$ cat config.mk
export PLATFORM = sky130hd
export DESIGN_NAME = gregorian_date_calculator_top_flat
export DESIGN_NICKNAME = d
export VERILOG_FILES = /design/src/design/gdc_pkg.sv /design/src/design/gdc_stream_ifs.sv /design/src/design/gregorian_date_calculator_top.sv /design/src/flat_wrapper.sv
export VERILOG_INCLUDE_DIRS = /design/src /design/src/design
export SDC_FILE = /design/constraint.sdc
export NUM_CORES = 2
export LEC_CHECK = 0
export BUFFER_PORTS_ARGS = -buffer_cell sky130_fd_sc_hd__clkbuf_2
export CORE_MARGIN = 2
export CORE_UTILIZATION = 29
export CTS_CLUSTER_DIAMETER = 80
export DETAILED_ROUTE_END_ITERATION = 12
export GPL_ROUTABILITY_DRIVEN = 1
export PLACE_DENSITY_LB_ADDON = 0.12
export RECOVER_POWER = 25
export SYNTH_ARGS = -nofsm -noshare
export SYNTH_HDL_FRONTEND = slang
export SYNTH_SLANG_ARGS = --single-unit
export TNS_END_PERCENT = 10
$ cat constraint.sdc
create_clock -name clk -period 15.6 [get_ports clk]
set_input_delay 1.56 -clock clk [delete_from_list [all_inputs] [get_ports clk]]
set_output_delay 1.56 -clock clk [all_outputs]
set_load 0.01 [all_outputs]
$ cat src/design/gregorian_date_calculator_top_defines.svh
// Assertion macros shared by the date calculator RTL.
`ifndef GREGORIAN_DATE_CALCULATOR_TOP_DEFINES_SVH
`define GREGORIAN_DATE_CALCULATOR_TOP_DEFINES_SVH

// Same-cycle implication, checked on every rising edge outside reset.
`define GDC_ASSERT_IMPL(lbl, ante, cons) \
    lbl: assert property (@(posedge clk) disable iff (!rst_n) (ante) |-> (cons)) \
        else $error("gdc: same-cycle check failed");

// Next-cycle implication, checked on every rising edge outside reset.
`define GDC_ASSERT_NEXT(lbl, ante, cons) \
    lbl: assert property (@(posedge clk) disable iff (!rst_n) (ante) |=> (cons)) \
        else $error("gdc: next-cycle check failed");

`endif

$ cat src/design/gdc_pkg.sv
// Types, constants and table functions of the Gregorian date calculator.
package gdc_pkg;

    // Year bias that keeps the day count positive; a whole number of 400-year cycles
    // minus one, so that the count of years before a date is year + YEAR_BIAS.
    localparam int unsigned YEAR_BIAS = 399;
    localparam int unsigned P_W       = 15;
    localparam int unsigned Q100_W    = 8;
    localparam int unsigned Q400_W    = 6;
    localparam int unsigned SER_W     = 23;
    localparam int unsigned DIST_W    = 22;
    localparam int unsigned DOY_W     = 9;

    // Reciprocal divide by 100: exact for operands below 43690.
    localparam int unsigned DIV100_SH  = 19;
    localparam int unsigned DIV100_MW  = 13;
    localparam logic [DIV100_MW-1:0] DIV100_MUL = 13'd5243;
    localparam int unsigned PROD100_W  = P_W + DIV100_MW;

    // Reciprocal divide by 7: exact for operands below 22369621.
    localparam int unsigned DIV7_SH  = 26;
    localparam int unsigned DIV7_MW  = 24;
    localparam logic [DIV7_MW-1:0] DIV7_MUL = 24'd9586981;
    localparam int unsigned PROD7_W  = SER_W + DIV7_MW;
    localparam int unsigned Q7_W     = 21;

    localparam int unsigned CENTURY    = 100;
    localparam int unsigned QUAD_CENT  = 400;
    localparam int unsigned YEAR_DAYS  = 365;
    localparam int unsigned WEEK_DAYS  = 7;
    localparam int unsigned MONTHS     = 12;

    localparam logic [1:0] ORD_BEFORE = 2'd0;
    localparam logic [1:0] ORD_EQUAL  = 2'd1;
    localparam logic [1:0] ORD_AFTER  = 2'd2;

    typedef struct packed {
        logic [4:0]  d;
        logic [3:0]  m;
        logic [13:0] y;
    } date_t;

    typedef struct packed {
        logic [4:0]  day_a;
        logic [3:0]  month_a;
        logic [13:0] year_a;
        logic [4:0]  day_b;
        logic [3:0]  month_b;
        logic [13:0] year_b;
    } gdc_req_t;

    typedef struct packed {
        logic              leap_a;
        logic [DOY_W-1:0]  day_of_year_a;
        logic [2:0]        weekday_a;
        logic [4:0]        next_day_a;
        logic [3:0]        next_month_a;
        logic [13:0]       next_year_a;
        logic [1:0]        order;
        logic              same_weekday;
        logic [DIST_W-1:0] day_distance;
    } gdc_rsp_t;

    // Month codes outside 1..12 are clamped to the nearest valid month.
    function automatic logic [3:0] sat_month(input logic [3:0] m);
        logic [3:0] r;
        if (m == 4'd0) begin
            r = 4'd1;
        end else if (m > 4'(MONTHS)) begin
            r = 4'(MONTHS);
        end else begin
            r = m;
        end
        return r;
    endfunction

    // Days in the months before the given month of a common year.
    function automatic logic [DOY_W-1:0] days_before(input logic [3:0] m);
        logic [DOY_W-1:0] r;
        case (m)
            4'd1:    r = 9'd0;
            4'd2:    r = 9'd31;
            4'd3:    r = 9'd59;
            4'd4:    r = 9'd90;
            4'd5:    r = 9'd120;
            4'd6:    r = 9'd151;
            4'd7:    r = 9'd181;
            4'd8:    r = 9'd212;
            4'd9:    r = 9'd243;
            4'd10:   r = 9'd273;
            4'd11:   r = 9'd304;
            4'd12:   r = 9'd334;
            default: r = 9'd0;
        endcase
        return r;
    endfunction

    function automatic logic [4:0] month_len(input logic [3:0] m, input logic leap);
        logic [4:0] r;
        case (m)
            4'd2:    r = leap ? 5'd29 : 5'd28;
            4'd4,
            4'd6,
            4'd9,
            4'd11:   r = 5'd30;
            default: r = 5'd31;
        endcase
        return r;
    endfunction

endpackage

$ cat src/design/gdc_stream_ifs.sv
// Valid/ready stream interfaces for the date pair requests and the results.
interface gdc_req_if import gdc_pkg::*; ();
    logic     valid;
    logic     ready;
    gdc_req_t data;

    modport source (output valid, output data, input ready);
    modport sink (input valid, input data, output ready);
endinterface

interface gdc_rsp_if import gdc_pkg::*; ();
    logic     valid;
    logic     ready;
    gdc_rsp_t data;

    modport source (output valid, output data, input ready);
    modport sink (input valid, input data, output ready);
endinterface

$ cat src/design/gregorian_date_calculator_top.sv
// Gregorian date calculator: five-stage pipeline from a date pair to its result beat.
//
//  Channel | Dir | Beat contents
//  --------+-----+---------------------------------------------------------------
//  req     | in  | day, month and year of the first and the second date
//  rsp     | out | leap flag, day of year, weekday and next date of the first date,
//          |     | order, same-weekday flag and day distance of the pair
//
// A request beat is accepted in every cycle unless a stall on rsp has backed up into stage 1;
// its result passes through the five register stages of the serial-day pipeline.
// Reset clears only the valid bits of the stages; the payload registers are not reset.
// Each stage advances when it is empty or when the stage after it advances, so a
// stall on rsp backs up stage by stage, bubbles are squeezed out, and nothing is lost
// or repeated.
`include "gregorian_date_calculator_top_defines.svh"

module gregorian_date_calculator_top import gdc_pkg::*; (
    input  logic      clk,
    input  logic      rst_n,
    gdc_req_if.sink   req,
    gdc_rsp_if.source rsp
);

    // Fields carried alongside the serial day counts once the next date is known.
    typedef struct packed {
        logic             leap;
        logic [DOY_W-1:0] doy;
        date_t            nxt;
        logic [1:0]       order;
    } side_t;

    // Stage valid bits and advance enables.
    logic v1_reg, v2_reg, v3_reg, v4_reg, v5_reg;
    logic ce1, ce2, ce3, ce4, ce5;

    // Stage 1: clamped dates, biased year count, its quotient by 100 and the order of the pair.
    date_t             in_date [2];
    logic [P_W-1:0]    p1_next [2];
    logic [PROD100_W-1:0] prod100 [2];
    logic [Q100_W-1:0] q100_1_next [2];
    logic [1:0]        order1_next;
    date_t             date1_reg [2];
    logic [P_W-1:0]    p1_reg [2];
    logic [Q100_W-1:0] q100_1_reg [2];
    logic [1:0]        order1_reg;

    // Stage 2: leap flags, day of year and the year part of the day count.
    logic [Q400_W-1:0] q400_2_next [2];
    logic [P_W-1:0]    r100 [2];
    logic [P_W-1:0]    r400 [2];
    logic              leap2_next [2];
    logic [DOY_W-1:0]  ord2_next [2];
    logic [SER_W-1:0]  base2_next [2];
    date_t             date2_reg;
    logic              leap2_reg;
    logic [DOY_W-1:0]  ord2_reg [2];
    logic [SER_W-1:0]  base2_reg [2];
    logic [Q100_W-1:0] q100_2_reg [2];
    logic [Q400_W-1:0] q400_2_reg [2];
    logic [1:0]        order2_reg;

    // Stage 3: serial day counts and the following date of the first date.
    logic [SER_W-1:0]  ser3_next [2];
    side_t             side3_next;
    logic [4:0]        mlen;
    logic [SER_W-1:0]  ser3_reg [2];
    side_t             side3_reg;

    // Stage 4: distance and the quotient of each serial count by 7.
    logic [PROD7_W-1:0] prod7 [2];
    logic [Q7_W-1:0]    q7_4_next [2];
    logic [DIST_W-1:0]  dist4_next;
    logic [SER_W-1:0]   ser4_reg [2];
    logic [Q7_W-1:0]    q7_4_reg [2];
    logic [DIST_W-1:0]  dist4_reg;
    side_t              side4_reg;

    // Stage 5: weekdays and the output register.
    logic [SER_W-1:0]  wrem [2];
    gdc_rsp_t          rsp_next;
    gdc_rsp_t          rsp_reg;

    // A stage takes new data when it is empty or its contents move on.
    assign ce5 = !v5_reg || rsp.ready;
    assign ce4 = !v4_reg || ce5;
    assign ce3 = !v3_reg || ce4;
    assign ce2 = !v2_reg || ce3;
    assign ce1 = !v1_reg || ce2;

    assign req.ready = ce1;
    assign rsp.valid = v5_reg;
    assign rsp.data  = rsp_reg;

    assign in_date[0] = '{d: req.data.day_a, m: sat_month(req.data.month_a),
                          y: req.data.year_a};
    assign in_date[1] = '{d: req.data.day_b, m: sat_month(req.data.month_b),
                          y: req.data.year_b};

    // Stage 1 logic. The comparison is lexicographic on year, month and day.
    always_comb
    begin
        for (int i = 0; i < 2; i++)
        begin
            p1_next[i]     = P_W'(in_date[i].y) + P_W'(YEAR_BIAS);
            prod100[i]     = PROD100_W'(p1_next[i]) * PROD100_W'(DIV100_MUL);
            q100_1_next[i] = Q100_W'(prod100[i] >> DIV100_SH);
        end
        if (in_date[0] == in_date[1]) begin
            order1_next = ORD_EQUAL;
        end else if ({in_date[0].y, in_date[0].m, in_date[0].d} <
                     {in_date[1].y, in_date[1].m, in_date[1].d}) begin
            order1_next = ORD_BEFORE;
        end else begin
            order1_next = ORD_AFTER;
        end
    end

    // Stage 2 logic. The leap test runs on the biased year count p = year + 399,
    // so year divisible by 4, 100 or 400 shows as p leaving 3, 99 or 399.
    always_comb
    begin
        for (int i = 0; i < 2; i++)
        begin
            q400_2_next[i] = Q400_W'(q100_1_reg[i] >> 2);
            r100[i] = p1_reg[i] - P_W'(q100_1_reg[i]) * P_W'(CENTURY);
            r400[i] = p1_reg[i] - P_W'(q400_2_next[i]) * P_W'(QUAD_CENT);
            leap2_next[i] = (r400[i] == P_W'(YEAR_BIAS % QUAD_CENT)) ||
                            ((r100[i] != P_W'(YEAR_BIAS % CENTURY)) &&
                             (p1_reg[i][1:0] == 2'(YEAR_BIAS % 4)));
            ord2_next[i] = days_before(date1_reg[i].m) + DOY_W'(date1_reg[i].d) +
                           DOY_W'((date1_reg[i].m > 4'd2) && leap2_next[i]);
            base2_next[i] = SER_W'(p1_reg[i]) * SER_W'(YEAR_DAYS) +
                            SER_W'(p1_reg[i] >> 2);
        end
    end

    // Stage 3 logic.
    always_comb
    begin
        for (int i = 0; i < 2; i++)
        begin
            ser3_next[i] = base2_reg[i] + SER_W'(ord2_reg[i]) + SER_W'(q400_2_reg[i]) -
                           SER_W'(q100_2_reg[i]);
        end
        mlen             = month_len(date2_reg.m, leap2_reg);
        side3_next.leap  = leap2_reg;
        side3_next.doy   = ord2_reg[0];
        side3_next.order = order2_reg;
        side3_next.nxt   = date2_reg;
        // Day at or past the month end rolls into the next month; day 0 steps to 1.
        if (date2_reg.d >= mlen) begin
            side3_next.nxt.d = 5'd1;
            if (date2_reg.m == 4'(MONTHS)) begin
                side3_next.nxt.m = 4'd1;
                side3_next.nxt.y = date2_reg.y + 14'd1;
            end else begin
                side3_next.nxt.m = date2_reg.m + 4'd1;
            end
        end else begin
            side3_next.nxt.d = date2_reg.d + 5'd1;
        end
    end

    // Stage 4 logic.
    always_comb
    begin
        for (int i = 0; i < 2; i++)
        begin
            prod7[i]     = PROD7_W'(ser3_reg[i]) * PROD7_W'(DIV7_MUL);
            q7_4_next[i] = Q7_W'(prod7[i] >> DIV7_SH);
        end
        if (ser3_reg[0] > ser3_reg[1]) begin
            dist4_next = DIST_W'(ser3_reg[0] - ser3_reg[1]);
        end else begin
            dist4_next = DIST_W'(ser3_reg[1] - ser3_reg[0]);
        end
    end

    // Stage 5 logic.
    always_comb
    begin
        for (int i = 0; i < 2; i++)
        begin
            wrem[i] = ser4_reg[i] - SER_W'(q7_4_reg[i]) * SER_W'(WEEK_DAYS);
        end
        rsp_next.leap_a        = side4_reg.leap;
        rsp_next.day_of_year_a = side4_reg.doy;
        rsp_next.weekday_a     = wrem[0][2:0];
        rsp_next.next_day_a    = side4_reg.nxt.d;
        rsp_next.next_month_a  = side4_reg.nxt.m;
        rsp_next.next_year_a   = side4_reg.nxt.y;
        rsp_next.order         = side4_reg.order;
        rsp_next.same_weekday  = (wrem[0][2:0] == wrem[1][2:0]);
        rsp_next.day_distance  = dist4_reg;
    end

    // Valid bits.
    always_ff @(posedge clk or negedge rst_n)
    begin
        if (!rst_n) begin
            v1_reg <= 1'b0;
            v2_reg <= 1'b0;
            v3_reg <= 1'b0;
            v4_reg <= 1'b0;
            v5_reg <= 1'b0;
        end else begin
            if (ce1) v1_reg <= req.valid;
            if (ce2) v2_reg <= v1_reg;
            if (ce3) v3_reg <= v2_reg;
            if (ce4) v4_reg <= v3_reg;
            if (ce5) v5_reg <= v4_reg;
        end
    end

    // Payload registers.
    always_ff @(posedge clk)
    begin
        if (ce1) begin
            date1_reg   <= in_date;
            p1_reg      <= p1_next;
            q100_1_reg  <= q100_1_next;
            order1_reg  <= order1_next;
        end
        if (ce2) begin
            date2_reg   <= date1_reg[0];
            leap2_reg   <= leap2_next[0];
            ord2_reg    <= ord2_next;
            base2_reg   <= base2_next;
            q100_2_reg  <= q100_1_reg;
            q400_2_reg  <= q400_2_next;
            order2_reg  <= order1_reg;
        end
        if (ce3) begin
            ser3_reg    <= ser3_next;
            side3_reg   <= side3_next;
        end
        if (ce4) begin
            ser4_reg    <= ser3_reg;
            q7_4_reg    <= q7_4_next;
            dist4_reg   <= dist4_next;
            side4_reg   <= side3_reg;
        end
        if (ce5) begin
            rsp_reg     <= rsp_next;
        end
    end

    // Checks.
    `GDC_ASSERT_IMPL(a_idle_ready, !rsp.valid, req.ready)
    `GDC_ASSERT_NEXT(a_accept_fills, req.valid && req.ready, v1_reg)
    `GDC_ASSERT_IMPL(a_equal_zero_dist, rsp.valid && rsp.data.order == ORD_EQUAL, rsp.data.day_distance == '0)
    `GDC_ASSERT_IMPL(a_equal_same_wday, rsp.valid && rsp.data.order == ORD_EQUAL, rsp.data.same_weekday)
    `GDC_ASSERT_IMPL(a_wday_range, rsp.valid, rsp.data.weekday_a < 3'(WEEK_DAYS))

endmodule
$ cat src/flat_wrapper.sv
// flat-port wrapper written by rule: the top's interface ports become plain ports
module gregorian_date_calculator_top_flat import gdc_pkg::*;
  (clk, rst_n, req_valid, req_data, req_ready, rsp_valid, rsp_data, rsp_ready);
  gdc_req_if req_i ();
  gdc_rsp_if rsp_i ();
  input  logic clk;
  input  logic rst_n;
  input wire logic [$bits(req_i.valid)-1:0] req_valid;
  input wire logic [$bits(req_i.data)-1:0] req_data;
  output wire logic [$bits(req_i.ready)-1:0] req_ready;
  output wire logic [$bits(rsp_i.valid)-1:0] rsp_valid;
  output wire logic [$bits(rsp_i.data)-1:0] rsp_data;
  input wire logic [$bits(rsp_i.ready)-1:0] rsp_ready;
  assign req_i.valid = req_valid;
  assign req_i.data = req_data;
  assign req_ready = req_i.ready;
  assign rsp_valid = rsp_i.valid;
  assign rsp_data = rsp_i.data;
  assign rsp_i.ready = rsp_ready;
  gregorian_date_calculator_top u_core (.clk(clk), .rst_n(rst_n), .req(req_i), .rsp(rsp_i));
endmodule
==> impl_metrics.yaml <==
global_routing:
  top_usage_layer: "met2"
  use_met1_pct: 19.1
  grt-ovfl-total: 0
  grt_pass1_vias: 28900
  grt_max_degree: 67
  track_usage_pct: 14.0
  grt_pass1_wl_um: 168000
  grt_antenna_before_repair: 9
  use_met2_pct: 23.3
  met3_usage_pct: 1.87
sta:
  hold_viol_final: 0
  setup_tns_ns: 0
  slew_headroom_pct: 15.4
  drv_slew: 0
  max_freq_mhz: 122
  worstMarginPinSlew_ns: 1.27
  period_share_pct: 52.4
  period_minus_slack_ns: 8.18
  grt_setup_unrepaired: "no"
  finClkSkew_ns: 0.0255
  setup_viol: 0
placed_design:
  placedInstanceArea_um2: 47300
  io_buffers: 112
  gp_congestion: 0.823
  place_hpwl_um: 90000
routing:
  routedWlPerCell_um: 17.2
  num_vias: 27100
  drtPass1Iterations: 7
  finalWirelength_um: 107000
  drcViolationCount: 0
  ant_nets: 0
  avgViaCountPerCell: 4.34
  drtIter0Drc: 983
worst_setup_path:
  required_ns: 16.00
  end_kind: "flip-flop"
  critPathArrivalTime_ns: 8.57
  critical_path_class: "in -> reg"
  cp_max_fo: 7
  critPathLaunchType: "input pin"
clocking:
  h-tree-depth: 2
  clk_path_buf_depth: 3
  cts_resized: 0
  numCtsBuffers: 57
  cts_tree: "done"
  cts.clk_slew.worst_paths_ns: 0.06
  holdBufCountCts: 0
  clk_latency_ns: 0.65
  cts_sinks: 420
  cts.root.buffer_cell: "clkbuf_16"
  post_cts_buffers: 0
synthesis:
  syn-num-nets: 5333
  synth_seq_area_share_pct: 28.1
  synth.top_cell.area_share_pct: 27.0
  syn_inst: 3993
  synth_area_leaders: "edfxtp_1 27%, ha_1 24%, fa_1 20%, inv_1 7.9%, xnor2_1 3.6%"
  synthArstFlopShare_pct: 1.19
  synth.avg_cell_area_um2: 11.1
  synthTopCellsByCount: "925 x inv_1, 844 x ha_1, 446 x fa_1, 397 x edfxtp_1, 183 x xnor2_1"
  yosys_register_bits: 420
  synthesis.area_um2: 44200
  yosysTopAreaCell: "edfxtp_1"
  yosysWarningCount: 0
  synth_flop_cell: "edfxtp_1"
  synth_edf_count: 397
  synth_cell_types: 81
  synth.most_common_cell: "inv_1"
floorplan:
  placementRows: 143
  start_util_pct: 29.1
  ios: 113
  dieArea_um2: 156000
  die_h_um: 394
  core_um2: 152000
  die_x_um: 394
finish:
  antenna_cells: 0
  drive_above_1_share_pct: 5.51
  stdcell_area_um2: 49200
  area_delta_synth_final_pct: 11.2
  nets: 5500
  largest_reg_flops: 61
job:
  drv_cap: 0
run_status:
  status: "completed"
hold_path:
  min_path_type: "reg -> reg"
==> final cells by class <==
type / instances / area, um^2
fillers: 15700 / 103000
clock buffers: 63 / 1470
inverters: 925 / 3470
multi-input cells: 2624 / 28200
well taps: 2030 / 2540
clock inverters: 43 / 437
repair buffers: 132 / 662
flip-flops and latches: 420 / 12400
==> worst max-delay path, cell delays in order <==
cell and delay, ns:
clkbuf_1 0.15, inv_1 0.16, ha_1 0.28, and3_1 0.18, nor3_1 0.30, a21oi_1 0.20, a21oi_1 0.35, nand3_1 0.14
xnor2_1 0.73, ha_1 0.40, fa_1 0.51, inv_1 0.05, fa_1 0.53, inv_1 0.06, fa_1 0.47, fa_1 0.49
ha_1 0.29, and3_1 0.19, o211ai_1 0.09, a21oi_1 0.06, a221oi_1 0.35, o311ai_1 0.23, o41a_1 0.43, nand3_1 0.15
a21boi_1 0.08, xor2_1 0.14
==> per-stage QoR <==
stage          utilization (%)  hold slack [ns]  cells  setup slack, ns
6_report                  32.4            0.403   6237             7.42
5_1_grt                   32.4            0.413   6237             6.84
4_1_cts                   32.4            0.405   6237             7.33
3_5_place_dp              31.2            0.405   6131             6.64
3_3_place_gp              31.2            0.401   6131             6.70
2_1_floorplan                -            0.400   3993             6.72
==> layer usage <==
metal	up-vias	part of all wire [%]	wire length, um
met3	109	3.1	3310
li1	13700	-	-
met2	311	46	49000
met5	-	0.050	53
met1	13000	49	52000
met4	8	2.5	2670
==> placed cells by master, fill, tap and decap left out, types with 25 or more instances in the layout <==
cell type | netlist | layout
ha_1 | 844 | 844
a211oi_1 | 28 | 28
fa_1 | 446 | 446
inv_1 | 925 | 924
clkbuf_1 | 5 | 38
nand2b_1 | 29 | 29
nand4_1 | 34 | 34
o21bai_1 | 25 | 25
nor2_1 | 106 | 106
edfxtp_1 | 397 | 397
o21ai_0 | 103 | 103
a21oi_1 | 149 | 149
nand3_1 | 48 | 48
nor3_1 | 59 | 59
nor2b_1 | 31 | 31
clkbuf_16 | 0 | 58
xnor2_1 | 183 | 183
nand2_1 | 122 | 121
o21a_1 | 30 | 30
a21o_1 | 77 | 77
xor2_1 | 82 | 82
clkbuf_2 | 0 | 82
==> cell families (layout without fill, tap and decap cells) <==
group	Yosys count	after routing	synth area share, %
compound gates	541	541	8.03
simple gates	493	493	5.47
fa+ha+maj	1290	1290	44.1
mux	33	33	0.773
buf+inv	949	1163	8.20
flops	420	420	28.1
xor+xnor	267	267	5.35
==> worst paths after layout <==
kind | from | endpoint | slack, ns | cells after the start
min reg2reg | u_core.date1_reg[26] | u_core.date2_reg[3] | 0.40 | 0
min | u_core.date1_reg[26] | u_core.date2_reg[3] | 0.40 | 0
max in group asynchronous | rst_n | u_core.rsp.valid | 14.26 | 1
min in group asynchronous | rst_n | u_core.v2_reg | 0.93 | 1
max | req_data[0] | u_core.q100_1_reg[6] | 7.42 | 26
max reg2reg | u_core.q100_1_reg[10] | u_core.ord2_reg[17] | 9.20 | 25
Power is left out: the tool's default activity adds up to more than one toggle a clock period on the data nets, which glitch-free logic cannot reach.
